**config.mk**
```make
export PLATFORM = sky130hd
export DESIGN_NAME = bounded_array_list_engine
export DESIGN_NICKNAME = d
export VERILOG_FILES = /design/src/rtl/core/bale_pkg.sv /design/src/rtl/core/bale_cmp.sv /design/src/rtl/core/bounded_array_list_engine.sv
export SDC_FILE = /design/constraint.sdc
export NUM_CORES = 2
export LEC_CHECK = 0
export BUFFER_PORTS_ARGS = -buffer_cell sky130_fd_sc_hd__buf_4
export CAP_MARGIN = 20
export CORE_UTILIZATION = 40
export CTS_CLUSTER_DIAMETER = 200
export CTS_CLUSTER_SIZE = 8
export DETAILED_ROUTE_END_ITERATION = 8
export SKIP_LAST_GASP = 1
export SLEW_MARGIN = 20
export SYNTH_ARGS = -nofsm -noshare
export SYNTH_HDL_FRONTEND = slang
export SYNTH_SLANG_ARGS = --single-unit
```
**constraint.sdc**
```tcl
create_clock -name clk -period 11.2 [get_ports clk]
set_clock_uncertainty 0.15 [all_clocks]
set_input_delay 0.56 -clock clk [delete_from_list [all_inputs] [get_ports clk]]
set_output_delay 0.56 -clock clk [all_outputs]
set_load 0.01 [all_outputs]
```
**src/rtl/core/bale_pkg.sv**
```systemverilog
// ----------------------------------------------------------------------------
// bale_pkg: shared types and constants for the bounded array list engine
// Op codes, status codes, default depth, request struct for the data path.
// ----------------------------------------------------------------------------
package bale_pkg;

    localparam int DEPTH_DEF = 64;

    localparam logic [3:0] OP_PUSH_BACK  = 4'd0;
    localparam logic [3:0] OP_PUSH_FRONT = 4'd1;
    localparam logic [3:0] OP_INSERT     = 4'd2;
    localparam logic [3:0] OP_REMOVE_AT  = 4'd3;
    localparam logic [3:0] OP_REMOVE_VAL = 4'd4;
    localparam logic [3:0] OP_POP_FRONT  = 4'd5;
    localparam logic [3:0] OP_POP_BACK   = 4'd6;
    localparam logic [3:0] OP_CLEAR      = 4'd7;
    localparam logic [3:0] OP_FIRST_IDX  = 4'd8;
    localparam logic [3:0] OP_LAST_IDX   = 4'd9;
    localparam logic [3:0] OP_REVERSE    = 4'd10;
    localparam logic [3:0] OP_SORT_ASC   = 4'd11;
    localparam logic [3:0] OP_SORT_DESC  = 4'd12;

    localparam logic [1:0] ST_OK    = 2'd0;
    localparam logic [1:0] ST_RANGE = 2'd1;
    localparam logic [1:0] ST_FULL  = 2'd2;
    localparam logic [1:0] ST_EMPTY = 2'd3;

    // found_index when no match (-1)
    localparam logic [6:0] IDX_NONE = 7'h7F;

    // compare unit request: signed less-than and equality on two words
    typedef struct packed {
        logic [31:0] a;
        logic [31:0] b;
    } cmp_req_t;

    typedef struct packed {
        logic lt;   // a < b, signed
        logic eq;
    } cmp_res_t;

endpackage

```
**src/rtl/core/bale_cmp.sv**
```systemverilog
// ----------------------------------------------------------------------------
// bale_cmp: shared word comparator
// Signed less-than and equality, used by search, remove and sort.
// ----------------------------------------------------------------------------
module bale_cmp
(
    input  bale_pkg::cmp_req_t req,
    output bale_pkg::cmp_res_t res
);

    assign res.lt = $signed(req.a) < $signed(req.b);
    assign res.eq = req.a == req.b;

endmodule

```
**src/rtl/core/bounded_array_list_engine.sv**
```systemverilog
// ----------------------------------------------------------------------------
// bounded_array_list_engine: fixed-capacity ordered list of signed words
// Sequencer walking a one-read one-write word store with one shared comparator.
// ----------------------------------------------------------------------------
// Usage:
//   s_axis carries one command item: op, position, operand_value, read_request.
//   m_axis returns one result item per command: status, read_data,
//   found_index, element_count.
//   s_axis_tready is high only while the sequencer is idle; one item is
//   worked at a time. The store is read one word a cycle with the read data
//   registered, so a walk reads each element it visits before it can use it.
//   Push_back, pop_back, clear and refused items need no walk, and a read
//   waits for its registered word. Insert, push_front, remove, pop_front,
//   remove_value, search and reverse walk the list, and the insertion sort
//   walks back from each key in turn.
//   The result sits in an output register; while the receiver stalls the
//   block holds it and takes no new item. Reset clears count and control;
//   the store itself is undefined until written and needs no clearing.
// ----------------------------------------------------------------------------
module bounded_array_list_engine
#(
    parameter int DEPTH = bale_pkg::DEPTH_DEF
)
(
    input  logic        clk,
    input  logic        rst_n,
    input  logic        s_axis_tvalid,
    output logic        s_axis_tready,
    // [3:0] op, [10:4] position, [42:11] operand_value, [43] read_request
    input  logic [47:0] s_axis_tdata,
    output logic        m_axis_tvalid,
    input  logic        m_axis_tready,
    // [1:0] status, [33:2] read_data, [40:34] found_index, [47:41] element_count
    output logic [47:0] m_axis_tdata
);

    localparam int AW = $clog2(DEPTH);
    localparam int CW = $clog2(DEPTH + 1);

    localparam logic [3:0] S_IDLE  = 4'd0;
    localparam logic [3:0] S_RD    = 4'd1;  // read issued, wait data
    localparam logic [3:0] S_SHR   = 4'd2;  // open gap: read i-1
    localparam logic [3:0] S_SHRW  = 4'd3;  // write i
    localparam logic [3:0] S_SHL   = 4'd4;  // close gap / compact: read i
    localparam logic [3:0] S_SHLW  = 4'd5;
    localparam logic [3:0] S_SRCH  = 4'd6;
    localparam logic [3:0] S_SRCHW = 4'd7;
    localparam logic [3:0] S_REVA  = 4'd8;
    localparam logic [3:0] S_REVB  = 4'd9;
    localparam logic [3:0] S_REVW  = 4'd10;
    localparam logic [3:0] S_SKEY  = 4'd11; // sort: read key at i
    localparam logic [3:0] S_SPRV  = 4'd12; // sort: read j-1
    localparam logic [3:0] S_SCMP  = 4'd13;
    localparam logic [3:0] S_OUT   = 4'd14;

    logic [3:0]    state_reg, state_next;
    logic [CW-1:0] count_reg, count_next;
    logic [3:0]    op_reg, op_next;
    logic [31:0]   val_reg, val_next;
    logic [CW-1:0] i_reg, i_next, j_reg, j_next, w_reg, w_next;
    logic [31:0]   tmp_reg, tmp_next;
    logic [1:0]    st_reg, st_next;
    logic [31:0]   rdd_reg, rdd_next;
    logic [6:0]    fnd_reg, fnd_next;
    logic          ovalid_reg, ovalid_next;

    logic [31:0] mem [DEPTH];
    logic [31:0] q_reg;
    logic          we;
    logic [AW-1:0] waddr, raddr;
    logic [31:0]   wdata;

    always_ff @(posedge clk)
    begin
        if (we)
        begin
            mem[waddr] <= wdata;
        end
        q_reg <= mem[raddr];
    end

    bale_pkg::cmp_req_t creq;
    bale_pkg::cmp_res_t cres;
    bale_cmp u_cmp (.req(creq), .res(cres));

    logic [3:0]    in_op;
    logic [6:0]    in_pos;
    logic [31:0]   in_val;
    logic          in_rd;
    logic [CW-1:0] pos_c;
    logic          pos_big;

    assign in_op  = s_axis_tdata[3:0];
    assign in_pos = s_axis_tdata[10:4];
    assign in_val = s_axis_tdata[42:11];
    assign in_rd  = s_axis_tdata[43];
    // position wider than the count field cannot index the list
    always_comb
    begin
        if (CW >= 7)
        begin
            pos_c   = CW'(in_pos);
            pos_big = 1'b0;
        end
        else
        begin
            pos_c   = CW'(in_pos);
            pos_big = (in_pos >> CW) != 7'd0;
        end
    end

    assign s_axis_tready = (state_reg == S_IDLE) && !ovalid_reg;
    assign m_axis_tvalid = ovalid_reg;
    assign m_axis_tdata  = {7'(count_reg), fnd_reg, rdd_reg, st_reg};

    always_comb
    begin
        state_next  = state_reg;
        count_next  = count_reg;
        op_next     = op_reg;
        val_next    = val_reg;
        i_next      = i_reg;
        j_next      = j_reg;
        w_next      = w_reg;
        tmp_next    = tmp_reg;
        st_next     = st_reg;
        rdd_next    = rdd_reg;
        fnd_next    = fnd_reg;
        ovalid_next = ovalid_reg;
        we          = 1'b0;
        waddr       = '0;
        wdata       = val_reg;
        raddr       = '0;
        creq.a      = q_reg;
        creq.b      = val_reg;

        if (ovalid_reg && m_axis_tready)
        begin
            ovalid_next = 1'b0;
        end

        unique case (state_reg)
            S_IDLE:
            begin
                if (s_axis_tvalid && s_axis_tready)
                begin
                    op_next  = in_op;
                    val_next = in_val;
                    st_next  = bale_pkg::ST_OK;
                    rdd_next = '0;
                    fnd_next = bale_pkg::IDX_NONE;
                    state_next = S_OUT;
                    if (in_rd)
                    begin
                        if (!pos_big && pos_c < count_reg)
                        begin
                            raddr      = pos_c[AW-1:0];
                            state_next = S_RD;
                        end
                        else
                        begin
                            st_next = bale_pkg::ST_RANGE;
                        end
                    end
                    else
                    begin
                        unique case (in_op)
                            bale_pkg::OP_PUSH_BACK:
                            begin
                                if (count_reg == CW'(DEPTH))
                                begin
                                    st_next = bale_pkg::ST_FULL;
                                end
                                else
                                begin
                                    we         = 1'b1;
                                    waddr      = count_reg[AW-1:0];
                                    wdata      = in_val;
                                    count_next = count_reg + 1'b1;
                                end
                            end
                            bale_pkg::OP_PUSH_FRONT, bale_pkg::OP_INSERT:
                            begin
                                if (in_op == bale_pkg::OP_INSERT
                                    && (pos_big || pos_c > count_reg))
                                begin
                                    st_next = bale_pkg::ST_RANGE;
                                end
                                else if (count_reg == CW'(DEPTH))
                                begin
                                    st_next = bale_pkg::ST_FULL;
                                end
                                else
                                begin
                                    j_next = (in_op == bale_pkg::OP_INSERT) ? pos_c : '0;
                                    i_next = count_reg;
                                    state_next = S_SHR;
                                end
                            end
                            bale_pkg::OP_REMOVE_AT, bale_pkg::OP_POP_FRONT:
                            begin
                                if (in_op == bale_pkg::OP_POP_FRONT && count_reg == '0)
                                begin
                                    st_next = bale_pkg::ST_EMPTY;
                                end
                                else if (in_op == bale_pkg::OP_REMOVE_AT
                                         && (pos_big || pos_c >= count_reg))
                                begin
                                    st_next = bale_pkg::ST_RANGE;
                                end
                                else
                                begin
                                    // compaction that drops exactly one slot
                                    i_next = (in_op == bale_pkg::OP_REMOVE_AT) ? pos_c : '0;
                                    w_next = (in_op == bale_pkg::OP_REMOVE_AT) ? pos_c : '0;
                                    j_next = i_next + 1'b1;
                                    i_next = j_next;
                                    state_next = S_SHL;
                                end
                            end
                            bale_pkg::OP_REMOVE_VAL:
                            begin
                                i_next = '0;
                                w_next = '0;
                                state_next = S_SHL;
                            end
                            bale_pkg::OP_POP_BACK:
                            begin
                                if (count_reg == '0)
                                begin
                                    st_next = bale_pkg::ST_EMPTY;
                                end
                                else
                                begin
                                    count_next = count_reg - 1'b1;
                                end
                            end
                            bale_pkg::OP_CLEAR:
                            begin
                                count_next = '0;
                            end
                            bale_pkg::OP_FIRST_IDX:
                            begin
                                i_next = '0;
                                state_next = S_SRCH;
                            end
                            bale_pkg::OP_LAST_IDX:
                            begin
                                i_next = count_reg;
                                state_next = S_SRCH;
                            end
                            bale_pkg::OP_REVERSE:
                            begin
                                i_next = '0;
                                j_next = count_reg;
                                state_next = S_REVA;
                            end
                            bale_pkg::OP_SORT_ASC, bale_pkg::OP_SORT_DESC:
                            begin
                                i_next = CW'(1);
                                state_next = S_SKEY;
                            end
                            default:
                            begin
                            end
                        endcase
                    end
                end
            end
            S_RD:
            begin
                state_next = S_OUT;
            end
            S_OUT:
            begin
                state_next  = S_IDLE;
                ovalid_next = 1'b1;
            end
            // open gap: i walks down from count to j
            S_SHR:
            begin
                if (i_reg == j_reg)
                begin
                    we         = 1'b1;
                    waddr      = j_reg[AW-1:0];
                    count_next = count_reg + 1'b1;
                    state_next = S_OUT;
                end
                else
                begin
                    raddr      = AW'(i_reg - 1'b1);
                    state_next = S_SHRW;
                end
            end
            S_SHRW:
            begin
                we         = 1'b1;
                waddr      = i_reg[AW-1:0];
                wdata      = q_reg;
                i_next     = i_reg - 1'b1;
                state_next = S_SHR;
            end
            // compaction: i reads, w writes
            S_SHL:
            begin
                if (i_reg >= count_reg)
                begin
                    count_next = w_reg;
                    state_next = S_OUT;
                end
                else
                begin
                    raddr      = i_reg[AW-1:0];
                    state_next = S_SHLW;
                end
            end
            S_SHLW:
            begin
                if (op_reg != bale_pkg::OP_REMOVE_VAL || !cres.eq)
                begin
                    we     = 1'b1;
                    waddr  = w_reg[AW-1:0];
                    wdata  = q_reg;
                    w_next = w_reg + 1'b1;
                end
                i_next     = i_reg + 1'b1;
                state_next = S_SHL;
            end
            S_SRCH:
            begin
                if ((op_reg == bale_pkg::OP_FIRST_IDX && i_reg >= count_reg)
                    || (op_reg == bale_pkg::OP_LAST_IDX && i_reg == '0))
                begin
                    state_next = S_OUT;
                end
                else
                begin
                    raddr = (op_reg == bale_pkg::OP_FIRST_IDX)
                            ? i_reg[AW-1:0] : AW'(i_reg - 1'b1);
                    state_next = S_SRCHW;
                end
            end
            S_SRCHW:
            begin
                if (cres.eq)
                begin
                    fnd_next = (op_reg == bale_pkg::OP_FIRST_IDX)
                               ? 7'(i_reg) : 7'(i_reg - 1'b1);
                    state_next = S_OUT;
                end
                else
                begin
                    i_next = (op_reg == bale_pkg::OP_FIRST_IDX)
                             ? i_reg + 1'b1 : i_reg - 1'b1;
                    state_next = S_SRCH;
                end
            end
            // reverse: i from front, j one past back
            S_REVA:
            begin
                if (i_reg + 1'b1 >= j_reg)
                begin
                    state_next = S_OUT;
                end
                else
                begin
                    raddr      = i_reg[AW-1:0];
                    state_next = S_REVB;
                end
            end
            S_REVB:
            begin
                tmp_next   = q_reg;
                raddr      = AW'(j_reg - 1'b1);
                state_next = S_REVW;
            end
            S_REVW:
            begin
                // write back element at i now; the front word goes to j-1 in S_SCMP
                we         = 1'b1;
                waddr      = i_reg[AW-1:0];
                wdata      = q_reg;
                val_next   = tmp_reg;
                tmp_next   = tmp_reg;
                state_next = S_SCMP;
                op_next    = op_reg;
            end
            S_SKEY:
            begin
                if (i_reg >= count_reg)
                begin
                    state_next = S_OUT;
                end
                else
                begin
                    raddr      = i_reg[AW-1:0];
                    j_next     = i_reg;
                    state_next = S_SPRV;
                end
            end
            S_SPRV:
            begin
                if (j_reg == i_reg)
                begin
                    tmp_next = q_reg;
                end
                if (j_reg == '0)
                begin
                    we         = 1'b1;
                    waddr      = '0;
                    wdata      = (j_reg == i_reg) ? q_reg : tmp_reg;
                    i_next     = i_reg + 1'b1;
                    state_next = S_SKEY;
                end
                else
                begin
                    raddr      = AW'(j_reg - 1'b1);
                    state_next = S_SCMP;
                end
            end
            S_SCMP:
            begin
                if (op_reg == bale_pkg::OP_REVERSE)
                begin
                    // finish swap: old front word to j-1
                    we         = 1'b1;
                    waddr      = AW'(j_reg - 1'b1);
                    wdata      = tmp_reg;
                    i_next     = i_reg + 1'b1;
                    j_next     = j_reg - 1'b1;
                    state_next = S_REVA;
                end
                else
                begin
                    creq.a = (op_reg == bale_pkg::OP_SORT_DESC) ? q_reg : tmp_reg;
                    creq.b = (op_reg == bale_pkg::OP_SORT_DESC) ? tmp_reg : q_reg;
                    we     = 1'b1;
                    waddr  = j_reg[AW-1:0];
                    if (cres.lt)
                    begin
                        wdata      = q_reg;
                        j_next     = j_reg - 1'b1;
                        state_next = S_SPRV;
                    end
                    else
                    begin
                        wdata      = tmp_reg;
                        i_next     = i_reg + 1'b1;
                        state_next = S_SKEY;
                    end
                end
            end
            default:
            begin
                state_next = S_IDLE;
            end
        endcase

        if (state_reg == S_RD)
        begin
            rdd_next = q_reg;
        end
    end

    always_ff @(posedge clk or negedge rst_n)
    begin
        if (!rst_n)
        begin
            state_reg  <= S_IDLE;
            count_reg  <= '0;
            ovalid_reg <= 1'b0;
        end
        else
        begin
            state_reg  <= state_next;
            count_reg  <= count_next;
            ovalid_reg <= ovalid_next;
        end
    end

    always_ff @(posedge clk)
    begin
        op_reg  <= op_next;
        val_reg <= val_next;
        i_reg   <= i_next;
        j_reg   <= j_next;
        w_reg   <= w_next;
        tmp_reg <= tmp_next;
        st_reg  <= st_next;
        rdd_reg <= rdd_next;
        fnd_reg <= fnd_next;
    end

endmodule
```
==> flow_metrics.tcl <==
set metrics [dict create \
    wl_per_cell_um 27.4 \
    cts_buffers 327 \
    core_sq_mm 0.235 \
    cts_num_sinks 2222 \
    cts.repair.resized 0 \
    cap_violations 0 \
    die_y_um 488 \
    regMostFlops "mem" \
    worstSetupPathType "flop to flop" \
    drv_slew 0 \
    yosys_warnings 0 \
    clockBufferDepth 4 \
    gp_congestion 0.896 \
    synthCells 6401 \
    ios 102 \
    rrSetupSlack_ns 2.08 \
    syn_area_sq_mm 0.0945 \
    syn-num-nets 6515 \
    async_flop_share_pct 0.540 \
    drc_errors 0 \
    cp.required_ns 11.62 \
    largest_reg_flops 2048 \
    clock_latency_ns 0.94 \
    setup_viol 0 \
    rows 178 \
    h-tree-depth 5 \
    avgViaCountPerCell 5.85 \
    grt_pass1_wl_um 389000 \
    finalHoldViolCount 0 \
    maxSlewHeadroom_pct 20.2 \
    r2r-start "state_reg[3]" \
    first_pass_iters 6 \
    synthToLayoutAreaGrowth_pct 15.3 \
    cts_tree "yes" \
    arrival_ns 9.54 \
    worstSetupEndpoint "mem[37][0]" \
    antenna_found_initial 22 \
    post_synth.cell_area_avg_sq_um 14.8 \
    layout_common_cells "edfxtp_1 (2,178), nand2_1 (808), mux2i_1 (598)" \
    hold_path.class "primary input to flop" \
    cts.clk_slew.worst_paths_ns 0.06 \
    status "finished, final reports clean" \
    grt_util_all_layers_pct 22.4 \
    synth_edf_count 2178 \
    rsz0062_at_grt "no" \
    grt_max_degree 137 \
    synth_cell_types 92 \
    ys_seq_elements 2222 \
    worst_setup_path_start_kind "flop" \
    grt_pass1_vias 55862 \
    fin_crit_sh_pct 81.4 \
    dieArea_sq_mm 0.238 \
    initial_utilization_pct 40.2 \
    grt_overflow 0 \
    worstPathMaxFanout 64 \
    r2r_cells 15 \
    dieWidth_um 488 \
    min_period_ns 9.12 \
    ys_seq_area_share_pct 70.2 \
    wirelength_um 272000 \
    root_buffer "clkbuf_16" \
    critPathLaunch "state_reg[3]" \
    worstMarginPinSlew_ns 1.19 \
    dpl.hpwl_um 156000 \
    layout.nets 6760 \
    ant_nets 0 \
    layout-drive-gt1-share_pct 15.7 \
    fmax_mhz 110 \
    final.setup.tns_ns 0 \
    ys.flop_type "edfxtp_1" \
    layout_commonest_cell "edfxtp_1" \
    r2r-end "mem[37][0]" \
    critical_path.endpoint_type "flop" \
    drt_iter0_markers 6536 \
    vias 57985 \
    portBuffers 97 \
]
## per-layer routing
layer | vias up | global-route usage [%] | part of all wire (%)
li1 | 25260 | - | -
met2 | 2610 | 35.1 | 46
met4 | 2 | 7.61 | 3.2
met5 | - | 0 | 0.0066
met1 | 29621 | 31.6 | 42
met3 | 492 | 3.65 | 8.1
## worst min path at each step
stage	start	end	slack, ns	cells past startpoint
4_1_cts	s_axis_tdata[5]	w_reg[1]	0.02	4
3_5_place_dp	rst_n	count_reg[0]	0.28	1
6_report	s_axis_tdata[5]	w_reg[1]	0.09	4
3_3_place_gp	rst_n	count_reg[0]	0.28	1
2_1_floorplan	rst_n	count_reg[0]	0.11	0
5_1_grt	s_axis_tdata[5]	w_reg[1]	0.06	4
## area by class of cell
class	count	area, sq um
clock inverters	5	38.8
clock buffers	443	8700
diodes	4	10.0
flip-flops and latches	2222	66300
well taps	3150	3940
inverters	134	503
repair buffers	341	2810
multi-input cells	3620	26500
fillers	20149	126000
## metrics by stage
step / hold slack (ns) / std cells / setup slack (ns) / util [%] / instance area (sq um)
final: 0.0915 / 9919 / 2.08 / 46.3 / 109000
after floorplan: 0.114 / 6401 / 4.61 / - / 94500
after global routing: 0.0637 / 9915 / 1.70 / 46.3 / 109000
after global placement: 0.276 / 9419 / 2.30 / 42.4 / 99600
after detailed placement: 0.277 / 9421 / 2.18 / 42.4 / 99600
after CTS: 0.0239 / 9914 / 2.12 / 46.3 / 109000
## timing repair
item / 4_1_cts / 5_1_grt
endpoints found under the hold margin: 56 / 0
setup buffers: 0 / 0
hold buffers: 45 / 0
## worst max-delay path, cell delays in order (launching register included)
cell      delay [ns]
dfrtp_1         0.97
nand2_1         0.31
or3_2           0.52
buf_4           0.34
nor2_2          0.78
buf_4           0.42
mux2_2          0.38
ha_1            0.29
nand4_1         0.10
nor3_1          0.30
and4_1          0.37
a21oi_1         0.32
a221oi_1        0.99
nand3_1         0.96
nor2_4          1.04
buf_4           0.44
## kinds of logic after synthesis
logic type | after synthesis | synth area share (%)
adders and majority gates | 62 | 0.821
xor gates and xnor gates | 42 | 0.389
buffers and inverters | 559 | 2.65
AOI/OAI and AO/OA | 983 | 7.70
muxes | 869 | 10.4
and+or+nand+nor | 1664 | 7.87
DFF | 2222 | 70.2
## cells in the mapped netlist (all sizes together) (17+ instances only)
library cell	instances	share of area (%)
a211o	44	0.41
a211oi	113	0.92
a21o	34	0.27
a21oi	162	0.87
a221o	43	0.46
a222oi	28	0.30
a311oi	47	0.44
a31oi	41	0.29
a32o	36	0.38
and3	102	0.68
buf	223	1.3
clkbuf	202	0.80
dfxtp	32	0.68
edfxtp	2178	69
ha	62	0.82
inv	133	0.53
mux2	205	2.4
mux2i	598	6.3
mux4	66	1.6
nand2	809	3.2
nand3	286	1.5
nand4	45	0.30
nor2	276	1.1
nor3	61	0.36
o2111ai	29	0.27
o211ai	161	1.3
o21ai	116	0.61
o221ai	21	0.21
xnor2	25	0.23
xor2	17	0.16
Power is not shown: default switching activity piles up to over one toggle a cycle in this logic, so the estimate is an artifact.
